==> src/rtl/core/bsa_pkg.sv <==
// Shared types and constants for the bitmap slot allocator.
// Used by every module of the block; no dependencies.
package bsa_pkg;

  localparam int MAX_SLOTS_DEF = 256;
  localparam int MAP_WORDS_DEF = 8;
  localparam int WORD_BITS     = 32;
  localparam int BIT_W         = 5;
  localparam int ADDR_W        = 32;
  localparam int SIZE_W        = 16;
  localparam int COUNT_W       = 9;
  localparam int SLOT_OUT_W    = 8;
  localparam int CFG_IDX_W     = 2;
  localparam int QUEUE_DEPTH   = 2;

  typedef enum logic [1:0] {
    CMD_ALLOC = 2'd0,
    CMD_FREE  = 2'd1,
    CMD_CLEAR = 2'd2,
    CMD_NOP   = 2'd3
  } cmd_t;

  typedef enum logic [2:0] {
    ST_OK           = 3'd0,
    ST_EXHAUSTED    = 3'd1,
    ST_INVALID_POOL = 3'd2,
    ST_OUT_OF_RANGE = 3'd3,
    ST_MISALIGNED   = 3'd4,
    ST_DOUBLE_FREE  = 3'd5
  } status_t;

  typedef enum logic [1:0] {
    REG_BASE  = 2'd0,
    REG_SIZE  = 2'd1,
    REG_COUNT = 2'd2
  } reg_idx_t;

  typedef enum logic [2:0] {
    KIND_NOP,
    KIND_ERROR,
    KIND_ALLOC,
    KIND_FREE,
    KIND_CLEAR
  } kind_t;

  typedef struct packed {
    logic [ADDR_W-1:0] base;
    logic [SIZE_W-1:0] size;
    logic [COUNT_W-1:0] count;
  } cfg_t;

  typedef struct packed {
    kind_t             kind;
    status_t           err;
    logic [ADDR_W-1:0] offset;
  } entry_t;

  typedef struct packed {
    status_t               status;
    logic [ADDR_W-1:0]     obj;
    logic [SLOT_OUT_W-1:0] slot;
  } result_t;

endpackage

==> src/rtl/core/bitmap_slot_allocator_top.sv <==
// Bitmap slot allocator, top level: config registers, front end, queue, back end.
// The front end takes a new word only once it has pushed the last one into the queue;
// alloc and free are bound by the back end: word scan with a read and a scan state
// per word, 9-step serial divider.
// Reset (rst, synchronous): config to defaults, all slots free at once via
// per-word valid flags, no clearing pass.
module bitmap_slot_allocator_top #(
  parameter int MAX_SLOTS = bsa_pkg::MAX_SLOTS_DEF,
  parameter int MAP_WORDS = bsa_pkg::MAP_WORDS_DEF
) (
  input  logic        clk,
  input  logic        rst,
  input  logic        cfg_we,
  input  logic [1:0]  cfg_index,
  input  logic [31:0] cfg_data,
  input  logic        s_tvalid,
  output logic        s_tready,
  input  logic [39:0] s_tdata,   // cmd[1:0], address[33:2], zero pad
  output logic        m_tvalid,
  input  logic        m_tready,
  output logic [47:0] m_tdata    // status[2:0], object_address[34:3], slot_index[42:35]
);

  bsa_pkg::cfg_t    cfg;
  logic             push;
  bsa_pkg::entry_t  push_entry;
  logic             full;
  logic             pop_valid;
  logic             pop_ready;
  bsa_pkg::entry_t  pop_entry;
  bsa_pkg::result_t res;

  always_ff @(posedge clk) begin
    if (rst) begin
      cfg.base  <= '0;
      cfg.size  <= bsa_pkg::SIZE_W'(1);
      cfg.count <= bsa_pkg::COUNT_W'(256);
    end else if (cfg_we) begin
      unique case (bsa_pkg::reg_idx_t'(cfg_index))
        bsa_pkg::REG_BASE:  cfg.base  <= cfg_data;
        bsa_pkg::REG_SIZE:  cfg.size  <= cfg_data[bsa_pkg::SIZE_W-1:0];
        bsa_pkg::REG_COUNT: cfg.count <= cfg_data[bsa_pkg::COUNT_W-1:0];
        default: ;
      endcase
    end
  end

  bsa_front #(
    .MAX_SLOTS(MAX_SLOTS),
    .MAP_WORDS(MAP_WORDS)
  ) u_front (
    .clk       (clk),
    .rst       (rst),
    .cfg       (cfg),
    .in_valid  (s_tvalid),
    .in_ready  (s_tready),
    .in_cmd    (s_tdata[1:0]),
    .in_addr   (s_tdata[33:2]),
    .push      (push),
    .push_entry(push_entry),
    .full      (full)
  );

  bsa_queue u_queue (
    .clk       (clk),
    .rst       (rst),
    .push      (push),
    .push_entry(push_entry),
    .full      (full),
    .pop_valid (pop_valid),
    .pop_ready (pop_ready),
    .pop_entry (pop_entry)
  );

  bsa_back #(
    .MAP_WORDS(MAP_WORDS)
  ) u_back (
    .clk      (clk),
    .rst      (rst),
    .cfg      (cfg),
    .pop_valid(pop_valid),
    .pop_ready(pop_ready),
    .pop_entry(pop_entry),
    .res_valid(m_tvalid),
    .res_ready(m_tready),
    .res      (res)
  );

  assign m_tdata = {5'b0, res.slot, res.obj, res.status};

  a_fail_no_addr: assert property (@(posedge clk) disable iff (rst)
    m_tvalid && (m_tdata[2:0] != bsa_pkg::ST_OK) |-> (m_tdata[42:3] == '0))
    else $error("failed command carries an address or slot");

  a_front_busy: assert property (@(posedge clk) disable iff (rst)
    s_tvalid && s_tready |=> !s_tready)
    else $error("front end took a word while classifying the last one");

  a_reset_empty: assert property (@(posedge clk)
    rst |=> !m_tvalid)
    else $error("result pending after reset");

endmodule

==> src/rtl/core/bsa_front.sv <==
// Front end: accepts command words, checks the pool and the free address range.
// Pushes classified entries into the queue. Depends on bsa_pkg.
module bsa_front #(
  parameter int MAX_SLOTS = bsa_pkg::MAX_SLOTS_DEF,
  parameter int MAP_WORDS = bsa_pkg::MAP_WORDS_DEF
) (
  input  logic                      clk,
  input  logic                      rst,
  input  bsa_pkg::cfg_t             cfg,
  input  logic                      in_valid,
  output logic                      in_ready,
  input  logic [1:0]                in_cmd,
  input  logic [bsa_pkg::ADDR_W-1:0] in_addr,
  output logic                      push,
  output bsa_pkg::entry_t           push_entry,
  input  logic                      full
);

  localparam int MAP_SLOTS = MAP_WORDS * bsa_pkg::WORD_BITS;
  localparam int LIMIT     = (MAX_SLOTS < MAP_SLOTS) ? MAX_SLOTS : MAP_SLOTS;
  localparam int PROD_W    = bsa_pkg::SIZE_W + bsa_pkg::COUNT_W;

  typedef enum logic [1:0] {S_IDLE, S_MUL, S_CHK} state_t;

  state_t                     state;
  logic [1:0]                 cmd;
  logic [bsa_pkg::ADDR_W-1:0] addr;
  logic [PROD_W-1:0]          prod;
  logic [bsa_pkg::ADDR_W:0]   end_addr;
  logic                       pool_ok;
  logic                       in_range;

  assign in_ready = (state == S_IDLE);

  always_comb begin
    end_addr = {1'b0, cfg.base} + (bsa_pkg::ADDR_W + 1)'(prod);
    pool_ok  = (cfg.size != '0) && (cfg.count != '0) &&
               (32'(cfg.count) <= 32'(LIMIT)) && !end_addr[bsa_pkg::ADDR_W];
    in_range = (addr >= cfg.base) && (addr < end_addr[bsa_pkg::ADDR_W-1:0]);
    push_entry.offset = addr - cfg.base;
    push_entry.err    = bsa_pkg::ST_OK;
    push_entry.kind   = bsa_pkg::KIND_NOP;
    if (bsa_pkg::cmd_t'(cmd) == bsa_pkg::CMD_NOP) begin
      push_entry.kind = bsa_pkg::KIND_NOP;
    end else if (!pool_ok) begin
      push_entry.kind = bsa_pkg::KIND_ERROR;
      push_entry.err  = bsa_pkg::ST_INVALID_POOL;
    end else begin
      unique case (bsa_pkg::cmd_t'(cmd))
        bsa_pkg::CMD_ALLOC: push_entry.kind = bsa_pkg::KIND_ALLOC;
        bsa_pkg::CMD_FREE: begin
          if (in_range) begin
            push_entry.kind = bsa_pkg::KIND_FREE;
          end else begin
            push_entry.kind = bsa_pkg::KIND_ERROR;
            push_entry.err  = bsa_pkg::ST_OUT_OF_RANGE;
          end
        end
        bsa_pkg::CMD_CLEAR: push_entry.kind = bsa_pkg::KIND_CLEAR;
        default: push_entry.kind = bsa_pkg::KIND_NOP;
      endcase
    end
    push = (state == S_CHK) && !full;
  end

  always_ff @(posedge clk) begin
    if (rst) begin
      state <= S_IDLE;
    end else begin
      unique case (state)
        S_IDLE: begin
          if (in_valid) begin
            cmd   <= in_cmd;
            addr  <= in_addr;
            state <= S_MUL;
          end
        end
        S_MUL: begin
          prod  <= PROD_W'(cfg.size) * PROD_W'(cfg.count);
          state <= S_CHK;
        end
        S_CHK: begin
          if (!full) begin
            state <= S_IDLE;
          end
        end
        default: state <= S_IDLE;
      endcase
    end
  end

endmodule

==> src/rtl/core/bsa_queue.sv <==
// Short FIFO of classified entries between front and back end.
// Depends on bsa_pkg.
module bsa_queue (
  input  logic            clk,
  input  logic            rst,
  input  logic            push,
  input  bsa_pkg::entry_t push_entry,
  output logic            full,
  output logic            pop_valid,
  input  logic            pop_ready,
  output bsa_pkg::entry_t pop_entry
);

  localparam int DEPTH = bsa_pkg::QUEUE_DEPTH;
  localparam int PW    = (DEPTH > 1) ? $clog2(DEPTH) : 1;
  localparam int CNTW  = $clog2(DEPTH + 1);

  bsa_pkg::entry_t slots [DEPTH];
  logic [PW-1:0]   wr_ptr;
  logic [PW-1:0]   rd_ptr;
  logic [CNTW-1:0] fill;
  logic            pop;

  assign full      = (fill == CNTW'(DEPTH));
  assign pop_valid = (fill != '0);
  assign pop_entry = slots[rd_ptr];
  assign pop       = pop_valid && pop_ready;

  always_ff @(posedge clk) begin
    if (push) begin
      slots[wr_ptr] <= push_entry;
    end
  end

  always_ff @(posedge clk) begin
    if (rst) begin
      wr_ptr <= '0;
      rd_ptr <= '0;
      fill   <= '0;
    end else begin
      if (push) begin
        wr_ptr <= (wr_ptr == PW'(DEPTH - 1)) ? '0 : wr_ptr + 1'b1;
      end
      if (pop) begin
        rd_ptr <= (rd_ptr == PW'(DEPTH - 1)) ? '0 : rd_ptr + 1'b1;
      end
      fill <= fill + CNTW'(push) - CNTW'(pop);
    end
  end

endmodule

==> src/rtl/core/bsa_back.sv <==
// Back end: bitmap store, word scan for alloc, serial division for free.
// Holds the result register. Depends on bsa_pkg.
module bsa_back #(
  parameter int MAP_WORDS = bsa_pkg::MAP_WORDS_DEF
) (
  input  logic             clk,
  input  logic             rst,
  input  bsa_pkg::cfg_t    cfg,
  input  logic             pop_valid,
  output logic             pop_ready,
  input  bsa_pkg::entry_t  pop_entry,
  output logic             res_valid,
  input  logic             res_ready,
  output bsa_pkg::result_t res
);

  localparam int WB     = bsa_pkg::WORD_BITS;
  localparam int BW     = bsa_pkg::BIT_W;
  localparam int WW     = (MAP_WORDS > 1) ? $clog2(MAP_WORDS) : 1;
  localparam int SW     = $clog2(MAP_WORDS * WB);
  localparam int CW     = ((SW > bsa_pkg::COUNT_W) ? SW : bsa_pkg::COUNT_W) + 1;
  localparam int PRODW  = CW + bsa_pkg::SIZE_W;
  localparam int QW     = bsa_pkg::COUNT_W;
  localparam int DW     = bsa_pkg::SIZE_W + QW - 1;
  localparam int STEP_W = $clog2(QW);
  localparam int AW     = bsa_pkg::ADDR_W;

  typedef enum logic [2:0] {
    S_IDLE, S_DIV, S_DIV_END, S_READ, S_SCAN, S_MUL, S_ADD
  } state_t;

  logic [WB-1:0]     map_mem [MAP_WORDS];
  logic [MAP_WORDS-1:0] map_valid;
  logic [WB-1:0]     rd_data;

  state_t            state;
  logic              is_alloc;
  logic [WW-1:0]     word_idx;
  logic [CW-1:0]     slot_reg;
  logic [PRODW-1:0]  prod;
  logic [AW-1:0]     rem;
  logic [DW-1:0]     divisor;
  logic [QW-1:0]     quo;
  logic [STEP_W-1:0] step;

  logic [CW-1:0]     base_slot;
  logic [CW-1:0]     avail;
  logic [WB-1:0]     word_mask;
  logic [WB-1:0]     eff_word;
  logic [WB-1:0]     free_bits;
  logic [BW-1:0]     found_bit;
  logic              found;
  logic              last_word;
  logic              slot_used;
  logic              wr_en;
  logic [WB-1:0]     wr_data;
  logic              div_ge;
  logic [CW-1:0]     quo_ext;

  assign pop_ready = (state == S_IDLE) && !res_valid;

  always_comb begin
    base_slot = CW'({word_idx, {BW{1'b0}}});
    avail     = CW'(cfg.count) - base_slot;
    word_mask = (avail >= CW'(WB)) ? '1 : ((WB'(1) << avail[BW-1:0]) - WB'(1));
    last_word = (base_slot + CW'(WB)) >= CW'(cfg.count);
    eff_word  = map_valid[word_idx] ? rd_data : '0;
    free_bits = ~eff_word & word_mask;
    found     = |free_bits;
    found_bit = '0;
    for (int b = WB - 1; b >= 0; b--) begin
      if (free_bits[b]) begin
        found_bit = BW'(b);
      end
    end
    slot_used = eff_word[slot_reg[BW-1:0]];
    wr_en     = 1'b0;
    wr_data   = eff_word;
    if (state == S_SCAN) begin
      if (is_alloc) begin
        wr_en   = found;
        wr_data = eff_word | (WB'(1) << found_bit);
      end else begin
        wr_en   = slot_used;
        wr_data = eff_word & ~(WB'(1) << slot_reg[BW-1:0]);
      end
    end
    div_ge  = rem >= AW'(divisor);
    quo_ext = CW'(quo);
  end

  always_ff @(posedge clk) begin
    if (state == S_READ) begin
      rd_data <= map_mem[word_idx];
    end
    if (wr_en) begin
      map_mem[word_idx] <= wr_data;
    end
  end

  always_ff @(posedge clk) begin
    if (rst) begin
      state     <= S_IDLE;
      res_valid <= 1'b0;
      map_valid <= '0;
    end else begin
      if (res_valid && res_ready) begin
        res_valid <= 1'b0;
      end
      if (wr_en) begin
        map_valid[word_idx] <= 1'b1;
      end
      unique case (state)
        S_IDLE: begin
          if (pop_valid && pop_ready) begin
            // err is ok for every kind but error
            res.status <= pop_entry.err;
            res.obj    <= '0;
            res.slot   <= '0;
            case (pop_entry.kind)
              bsa_pkg::KIND_ALLOC: begin
                is_alloc <= 1'b1;
                word_idx <= '0;
                state    <= S_READ;
              end
              bsa_pkg::KIND_FREE: begin
                is_alloc <= 1'b0;
                rem      <= pop_entry.offset;
                divisor  <= {cfg.size, {(QW - 1){1'b0}}};
                quo      <= '0;
                step     <= '0;
                state    <= S_DIV;
              end
              bsa_pkg::KIND_CLEAR: begin
                map_valid <= '0;
                res_valid <= 1'b1;
              end
              bsa_pkg::KIND_ERROR: begin
                res_valid <= 1'b1;
              end
              default: res_valid <= 1'b1;
            endcase
          end
        end
        S_DIV: begin
          if (div_ge) begin
            rem <= rem - AW'(divisor);
          end
          quo     <= {quo[QW-2:0], div_ge};
          divisor <= divisor >> 1;
          step    <= step + 1'b1;
          if (step == STEP_W'(QW - 1)) begin
            state <= S_DIV_END;
          end
        end
        S_DIV_END: begin
          if (rem != '0) begin
            res.status <= bsa_pkg::ST_MISALIGNED;
            res_valid  <= 1'b1;
            state      <= S_IDLE;
          end else begin
            slot_reg <= quo_ext;
            word_idx <= WW'(quo_ext >> BW);
            state    <= S_READ;
          end
        end
        S_READ: state <= S_SCAN;
        S_SCAN: begin
          if (is_alloc) begin
            if (found) begin
              slot_reg <= CW'({word_idx, found_bit});
              state    <= S_MUL;
            end else if (last_word) begin
              res.status <= bsa_pkg::ST_EXHAUSTED;
              res_valid  <= 1'b1;
              state      <= S_IDLE;
            end else begin
              word_idx <= word_idx + 1'b1;
              state    <= S_READ;
            end
          end else begin
            if (slot_used) begin
              res.slot <= slot_reg[bsa_pkg::SLOT_OUT_W-1:0];
            end else begin
              res.status <= bsa_pkg::ST_DOUBLE_FREE;
            end
            res_valid <= 1'b1;
            state     <= S_IDLE;
          end
        end
        S_MUL: begin
          prod  <= PRODW'(slot_reg) * PRODW'(cfg.size);
          state <= S_ADD;
        end
        S_ADD: begin
          res.obj   <= cfg.base + prod[AW-1:0];
          res.slot  <= slot_reg[bsa_pkg::SLOT_OUT_W-1:0];
          res_valid <= 1'b1;
          state     <= S_IDLE;
        end
        default: state <= S_IDLE;
      endcase
    end
  end

endmodule
==> config.mk <==
export PLATFORM = sky130hd
export DESIGN_NAME = bitmap_slot_allocator_top
export DESIGN_NICKNAME = d
export VERILOG_FILES = /design/src/rtl/core/bsa_pkg.sv /design/src/rtl/core/bitmap_slot_allocator_top.sv /design/src/rtl/core/bsa_front.sv /design/src/rtl/core/bsa_queue.sv /design/src/rtl/core/bsa_back.sv
export SDC_FILE = /design/constraint.sdc
export NUM_CORES = 1
export LEC_CHECK = 0
export ABC_AREA = 1
export BUFFER_PORTS_ARGS = -buffer_cell sky130_fd_sc_hd__buf_2
export CORE_MARGIN = 2
export CORE_UTILIZATION = 25
export CTS_CLUSTER_DIAMETER = 100
export DETAILED_ROUTE_END_ITERATION = 6
export HOLD_SLACK_MARGIN = 0.05
export REMOVE_ABC_BUFFERS = 1
export SYNTH_ARGS = -nofsm -noshare
export SYNTH_HDL_FRONTEND = slang
export SYNTH_SLANG_ARGS = --single-unit
==> constraint.sdc <==
create_clock -name clk -period 14.9 [get_ports clk]
set_input_delay 0.745 -clock clk [delete_from_list [all_inputs] [get_ports clk]]
set_output_delay 0.745 -clock clk [all_outputs]
set_load 0.01 [all_outputs]
# Yosys cells after proc, flatten, opt, wreduce, memory -nomap -nowiden
# Memory sizes are Yosys's and may differ from the RTL's. A register that Yosys moved wholly into a read port is not among the register bits.
# Index checks and enable logic that the tools add are counted.
[classes] addsub=12 n_mul=1 n_lt_le_gt_ge=9 eq_ne=37 shift=3 mux=118 n_bitwise=7 n_reduce_logical=43
[op_table] operator="32-bit 2-to-1 mux" n=8
[op_table] operator="5-bit 2-to-1 mux" n=32
[op_table] operator="1-bit by 5-bit left shift with 32-bit output, first input constant" n=3
[op_table] operator="8-bit 2-to-1 mux" n=11
[op_table] operator="32-bit bitwise AND" n=2
[op_table] operator="32-bit inverter" n=2
[op_table] operator="32-bit one-hot mux with 2 select lines" n=1
[op_table] operator="3-bit 2-to-1 mux" n=18
[op_table] operator="24-bit 2-to-1 mux" n=2
[op_table] operator="24-bit one-hot mux with 2 select lines" n=1
[op_table] operator="43-bit 2-to-1 mux" n=1
[op_table] operator="32-bit by 25-bit adder with 33-bit output" n=1
[op_table] operator="32-bit by 24-bit greater-or-equal comparator with 1-bit output" n=1
[op_table] operator="32-bit greater-or-equal comparator" n=1
[op_table] operator="32-bit < comparator" n=1
[op_table] operator="32-bit bitwise OR" n=1
[op_table] operator="8-bit one-hot mux with 2 select lines" n=2
[op_table] operator="32-bit nonzero test" n=1
[op_table] operator="32-bit OR reduction" n=1
[op_table] operator="32-bit by 1-bit subtractor with 32-bit output, second input constant" n=1
[op_table] operator="32-bit by 24-bit subtractor with 32-bit output" n=1
[op_table] operator="32-bit subtractor" n=1
[op_table] operator="3-bit one-hot mux with 3 select lines" n=3
[op_table] operator="16-bit by 9-bit multiplier with 25-bit output" n=1
[op_table] operator="54 further kinds" n=133
[totals] register_bits=257 mem_bits_rw=332 inputBits=79 output_inout_bits=50 word_cells=255 n_memories=2
[mem_list] memory="u_back.map_mem" words=8 word_bits=32 rd=1 rd_ports_with_merged_regs=1 wr=1 line_no="bsa_back.sv:32" rtl="logic [WB-1:0] map_mem [MAP_WORDS];"
[mem_list] memory="u_queue.slots" words=2 word_bits=38 rd=1 rd_ports_with_merged_regs=1 wr=1 line_no="bsa_queue.sv:18" rtl="bsa_pkg::entry_t slots [DEPTH];"

# Longest topological paths before layout
[logic_depth] ltp_word=41 ltp_mapped=48 ltp_nobuf=47

# Hierarchy
# From an unflattened synthesis, not the netlist that was laid out.
[hier_totals] hier_cells=3799 hier_area_um2=35539.1
[by_module_without_submodules] mod="bsa_back" n_inst=1 cells_each=1766 area_per_inst_um2=18864.3 seq_area_each_um2=11621.1
[by_module_without_submodules] mod="bsa_front" n_inst=1 cells_each=1504 area_per_inst_um2=11113.2 seq_area_each_um2=1811.7
[by_module_without_submodules] mod="bsa_queue" n_inst=1 cells_each=155 area_per_inst_um2=3066.7 seq_area_each_um2=2382.3
[by_module_without_submodules] mod="bitmap_slot_allocator_top" n_inst=1 cells_each=374 area_per_inst_um2=2494.9 seq_area_each_um2=1141.1

# Least setup slack after synthesis
# OpenSTA, ideal clock, no wires.
[synth_path] kind="register -> register" from="register with a tool-made name" to="register u_back.rem[0], enable pin" setup_ns=0.470 arrival_time_ns=7.227 required_time_ns=14.430 path_slack_ns=7.202 path_stages_with_launch=10 path_buffers=1 period_less_slack_ns=7.698 cell_sequence="dfxtp_1 clkbuf_1 mux2i_1 nand2_1 inv_1 nand2_1 nand2_1 inv_1 nor4_1 a21boi_0"
[synth_lines] item="end signal, assigned" line_no="bsa_back.sv:128" rtl="rem <= pop_entry.offset;"
[synth_lines] item="end signal, assigned" line_no="bsa_back.sv:147" rtl="rem <= rem - AW'(divisor);"
[synth_lines] item="end, declared" line_no="bsa_back.sv:41" rtl="logic [AW-1:0] rem;"

# Final worst setup path
[layout_path] from="register cfg[5] (netlist name)" to="memory u_back.map_mem[3][13] (netlist bit) (data pin)"
[layout_between] elab_chain_cells=40
[layout_rtl] item="9-bit by 8-bit subtractor with 10-bit output *" line_no="bsa_back.sv:64" rtl="avail = CW'(cfg.count) - base_slot;"
[layout_rtl] item="10-bit by 6-bit greater-or-equal comparator with 1-bit output *" line_no="bsa_back.sv:65" rtl="word_mask = (avail >= CW'(WB)) ? '1 : ((WB'(1) << avail[BW-1:0]) - WB'(1));"
[layout_rtl] item="32-bit 2-to-1 mux *" line_no="bsa_back.sv:65"
[layout_rtl] item="32-bit bitwise AND *" line_no="bsa_back.sv:68" rtl="free_bits = ~eff_word & word_mask;"
[layout_rtl] item="5-bit 2-to-1 mux (31 in series)" line_no="bsa_back.sv:72" rtl="if (free_bits[b]) begin"
[layout_rtl] item="5-bit 2-to-1 mux *" line_no="bsa_back.sv:72"
[layout_rtl] item="1-bit by 5-bit left shift with 32-bit output *" line_no="bsa_back.sv:82" rtl="wr_data = eff_word | (WB'(1) << found_bit);"
[layout_rtl] item="32-bit bitwise OR *" line_no="bsa_back.sv:82"
[layout_rtl] item="32-bit 2-to-1 mux *" line_no="bsa_back.sv:80" rtl="if (is_alloc) begin"
[layout_rtl] item="32-bit 2-to-1 mux *" line_no="bsa_back.sv:79" rtl="if (state == S_SCAN) begin"
[layout_rtl] item="named net u_back.wr_data[13]" line_no="bsa_back.sv:56" rtl="logic [WB-1:0] wr_data;"
[layout_rtl] item="end, declared" line_no="bsa_back.sv:32"
# The timed path passes the listed nets; every way through them passes the cells marked *.

==> run metrics <==
outcome=complete, no violations; final setup fails=0; WL/cell=16.9 um; H-tree depth=2; antenna violations before repair=14; RSZ-0062 raised after global routing=no; Largest register FFs=256; Post-Layout Cell Count=5,172; Synth Cell Area=32,900 um2; routability cong.=0.903; Unique masters post-synth=64; fin. max-slew vios=0; DR vias=23,600; number of buffers inserted by port buffering=85; share of cells above drive strength 1=8.08%; Post-CTS Resized=0; largest net degree at the start of global routing=64; initial core utilization=25.1%; post-synthesis sequential area ratio=51.4%; Post-route DRC=0; Min-Delay Path Class=in -> reg; Async S/R FF share, synth=0%; Core Area=131,000 um2; Leak=14.5 nW; TritonCTS clock tree=done; die width=367 um; global route overflow=0; Setup crit start kind=register; dpl hpwl=61,600 um; gr usage total=12.8%; worst slew pin tran=1.13 ns; share of the synthesized area in the top cell type=46.7%; Ys Warns=0; DIE HEIGHT=367 um; Critical-path top delay cell=dfxtp_1; CTS Buf Count=55; Worst Path Max Fanout=18; Nets=3,723; Worst VDD drop=0.0887 mV; Final Hold Viols=0; MaxCap Viol Count=0; slew margin rel.=23.9%; WP data required=15.24 ns; antenna-violating nets left=0; register with the highest flop count=u_back.map_mem; Arr. time, crit path=7.11 ns; Ports=129; Skew-Pair Late Insertion Delay=0.67 ns; Worst-path clk slew=0.07 ns; top cell type by total area after synthesis=edfxtp_1; post-CTS setup buffers=0; Largest regs=u_back.map_mem x256, u_queue.slots x74, cfg x57; die area=134,000 um2; Num Clock Sinks=588; Worst Path Class, Setup=reg -> reg; Root Buffer=clkbuf_16; commonest non-fill, non-tap cell in the layout=nand2_1; Routed WL=87,300 um; DR pass1 iterations=6; main flop type after synthesis=edfxtp_1; Syn Inst Count=3,314; clk buf depth=3; syn avg cell area=9.93 um2; CP peak stage delay=0.86 ns; vias in the first global route=23,100; synth-to-layout area growth=13.0%; most frequent cells in the layout=nand2_1, edfxtp_1, inv_1; CTS Hold Bufs=0; #FFs+latches synth=588; Pwr Density=118 nW/um2; Row Count=133; Worst setup EP type=register; placed insts=5,069; Initial DRC Count=1,853; first-pass GRT wire length=135,000 um; Top cell by count, worst path=nand2_1; Post-synth EDFFs=512; minimum clock period=6.77 ns; vias per cell=4.56; Synth area leaders=edfxtp_1, nand2_1, ha_1, fa_1, dfxtp_1; final setup TNS=0 ns; post-route clock period utilization=45.4%; f_max=148 MHz; Clock Skew=0.0690 ns; fill count=13,700
worst max-delay path: cells and delay by family, from the launching register on:
kind | cells | cell delay [ns]
and+or+nand+nor | 35 | 3.11
buffers and inverters | 2 | 0.89
DFF | 1 | 0.86
adders and majority gates | 2 | 0.78
AOI/OAI and AO/OA | 2 | 0.77
power by group:
| group | switching [W] | internal [W] |
|---|---|---|
| sequential | 0.0000623 | 0.00192 |
| combinational | 0.000616 | 0.000310 |
| clock | 0.000645 | 0.000837 |
| total | 0.00132 | 0.00307 |
cell usage after synthesis (5+ instances only):
library cell and n:
buf_4 40, o21ai_1 7, nand2_2 6, a21oi_1 188, o211ai_1 18, nand4_1 64
nor2_2 5, fa_1 103, xor2_1 65, inv_2 14, a22oi_1 34, inv_1 386
buf_2 7, a31oi_1 10, xnor2_1 40, edfxtp_1 512, a211oi_1 7, a22o_1 22
nand2_1 742, buf_1 12, a21o_1 5, nor3_1 32, nand3_1 98, clkbuf_1 92
o22ai_1 26, o31ai_1 7, ha_1 170, o21a_1 5, o21ai_0 209, nor4_1 16
nor2_1 192, nor2_4 8, dfxtp_1 76, a221oi_1 31, o21bai_1 12
metal layers:
layer / GRT usage, % / up-vias / routed length, um
li1: - / 11400 / -
met1: 17.3 / 11300 / 39400
met2: 20.8 / 727 / 39700
met3: 1.96 / 150 / 5480
met4: 4.15 / 14 / 2600
met5: 0 / - / 92
layout make-up:
| cell class | count | area [um2] | share of cell area, % |
|---|---|---|---|
| clock inverters | 35 | 420 | 1.13 |
| clock buffers | 67 | 1480 | 3.99 |
| flip-flops and latches | 588 | 16900 | 45.5 |
| multi-input cells | 2203 | 14000 | 37.6 |
| well taps | 1755 | 2200 | 5.91 |
| repair buffers | 118 | 673 | 1.81 |
| inverters | 405 | 1520 | 4.10 |
| diodes | 1 | 2.50 | 0.00673 |
final timing paths:
path | start | to | slack [ns] | depth (start not counted)
setup / recovery | cfg[5] | u_back.map_mem[3][13] | 8.13 | 41
hold / removal | s_tdata[26] | u_front.addr[24] | 0.28 | 1
setup reg to reg | cfg[5] | u_back.map_mem[3][13] | 8.13 | 41
hold reg to reg | u_back.map_valid[1] | u_back.map_valid[1] | 0.47 | 2
metrics by stage:
| step | setup WS, ns | power, W | util, % | cell area (um2) | hold WS [ns] |
|---|---|---|---|---|---|
| 4_1_cts | 8.17 | 0.00444 | 28.4 | 37200 | 0.246 |
| 2_1_floorplan | 6.81 | 0.00265 | - | 32300 | 0.441 |
| 6_report | 8.13 | 0.00439 | 28.4 | 37200 | 0.281 |
| 3_3_place_gp | 8.16 | 0.00294 | 26.9 | 35300 | 0.452 |
| 5_1_grt | 7.52 | 0.00462 | 28.4 | 37200 | 0.259 |
| 3_5_place_dp | 8.20 | 0.00295 | 26.9 | 35300 | 0.462 |
cell families (layout without fill, tap and decap cells):
group,Yosys count,after routing,synth area share (%)
DFF,588,588,51.4
adders and majority gates,273,273,12.7
and+or+nand+nor,1183,1183,15.2
muxes,2,2,0.0609
xor gates and xnor gates,105,105,2.80
buffers and inverters,559,625,6.94
other,1,38,0.0114
AOI/OAI and AO/OA,603,603,10.9
(Power assumes the default switching activity.)
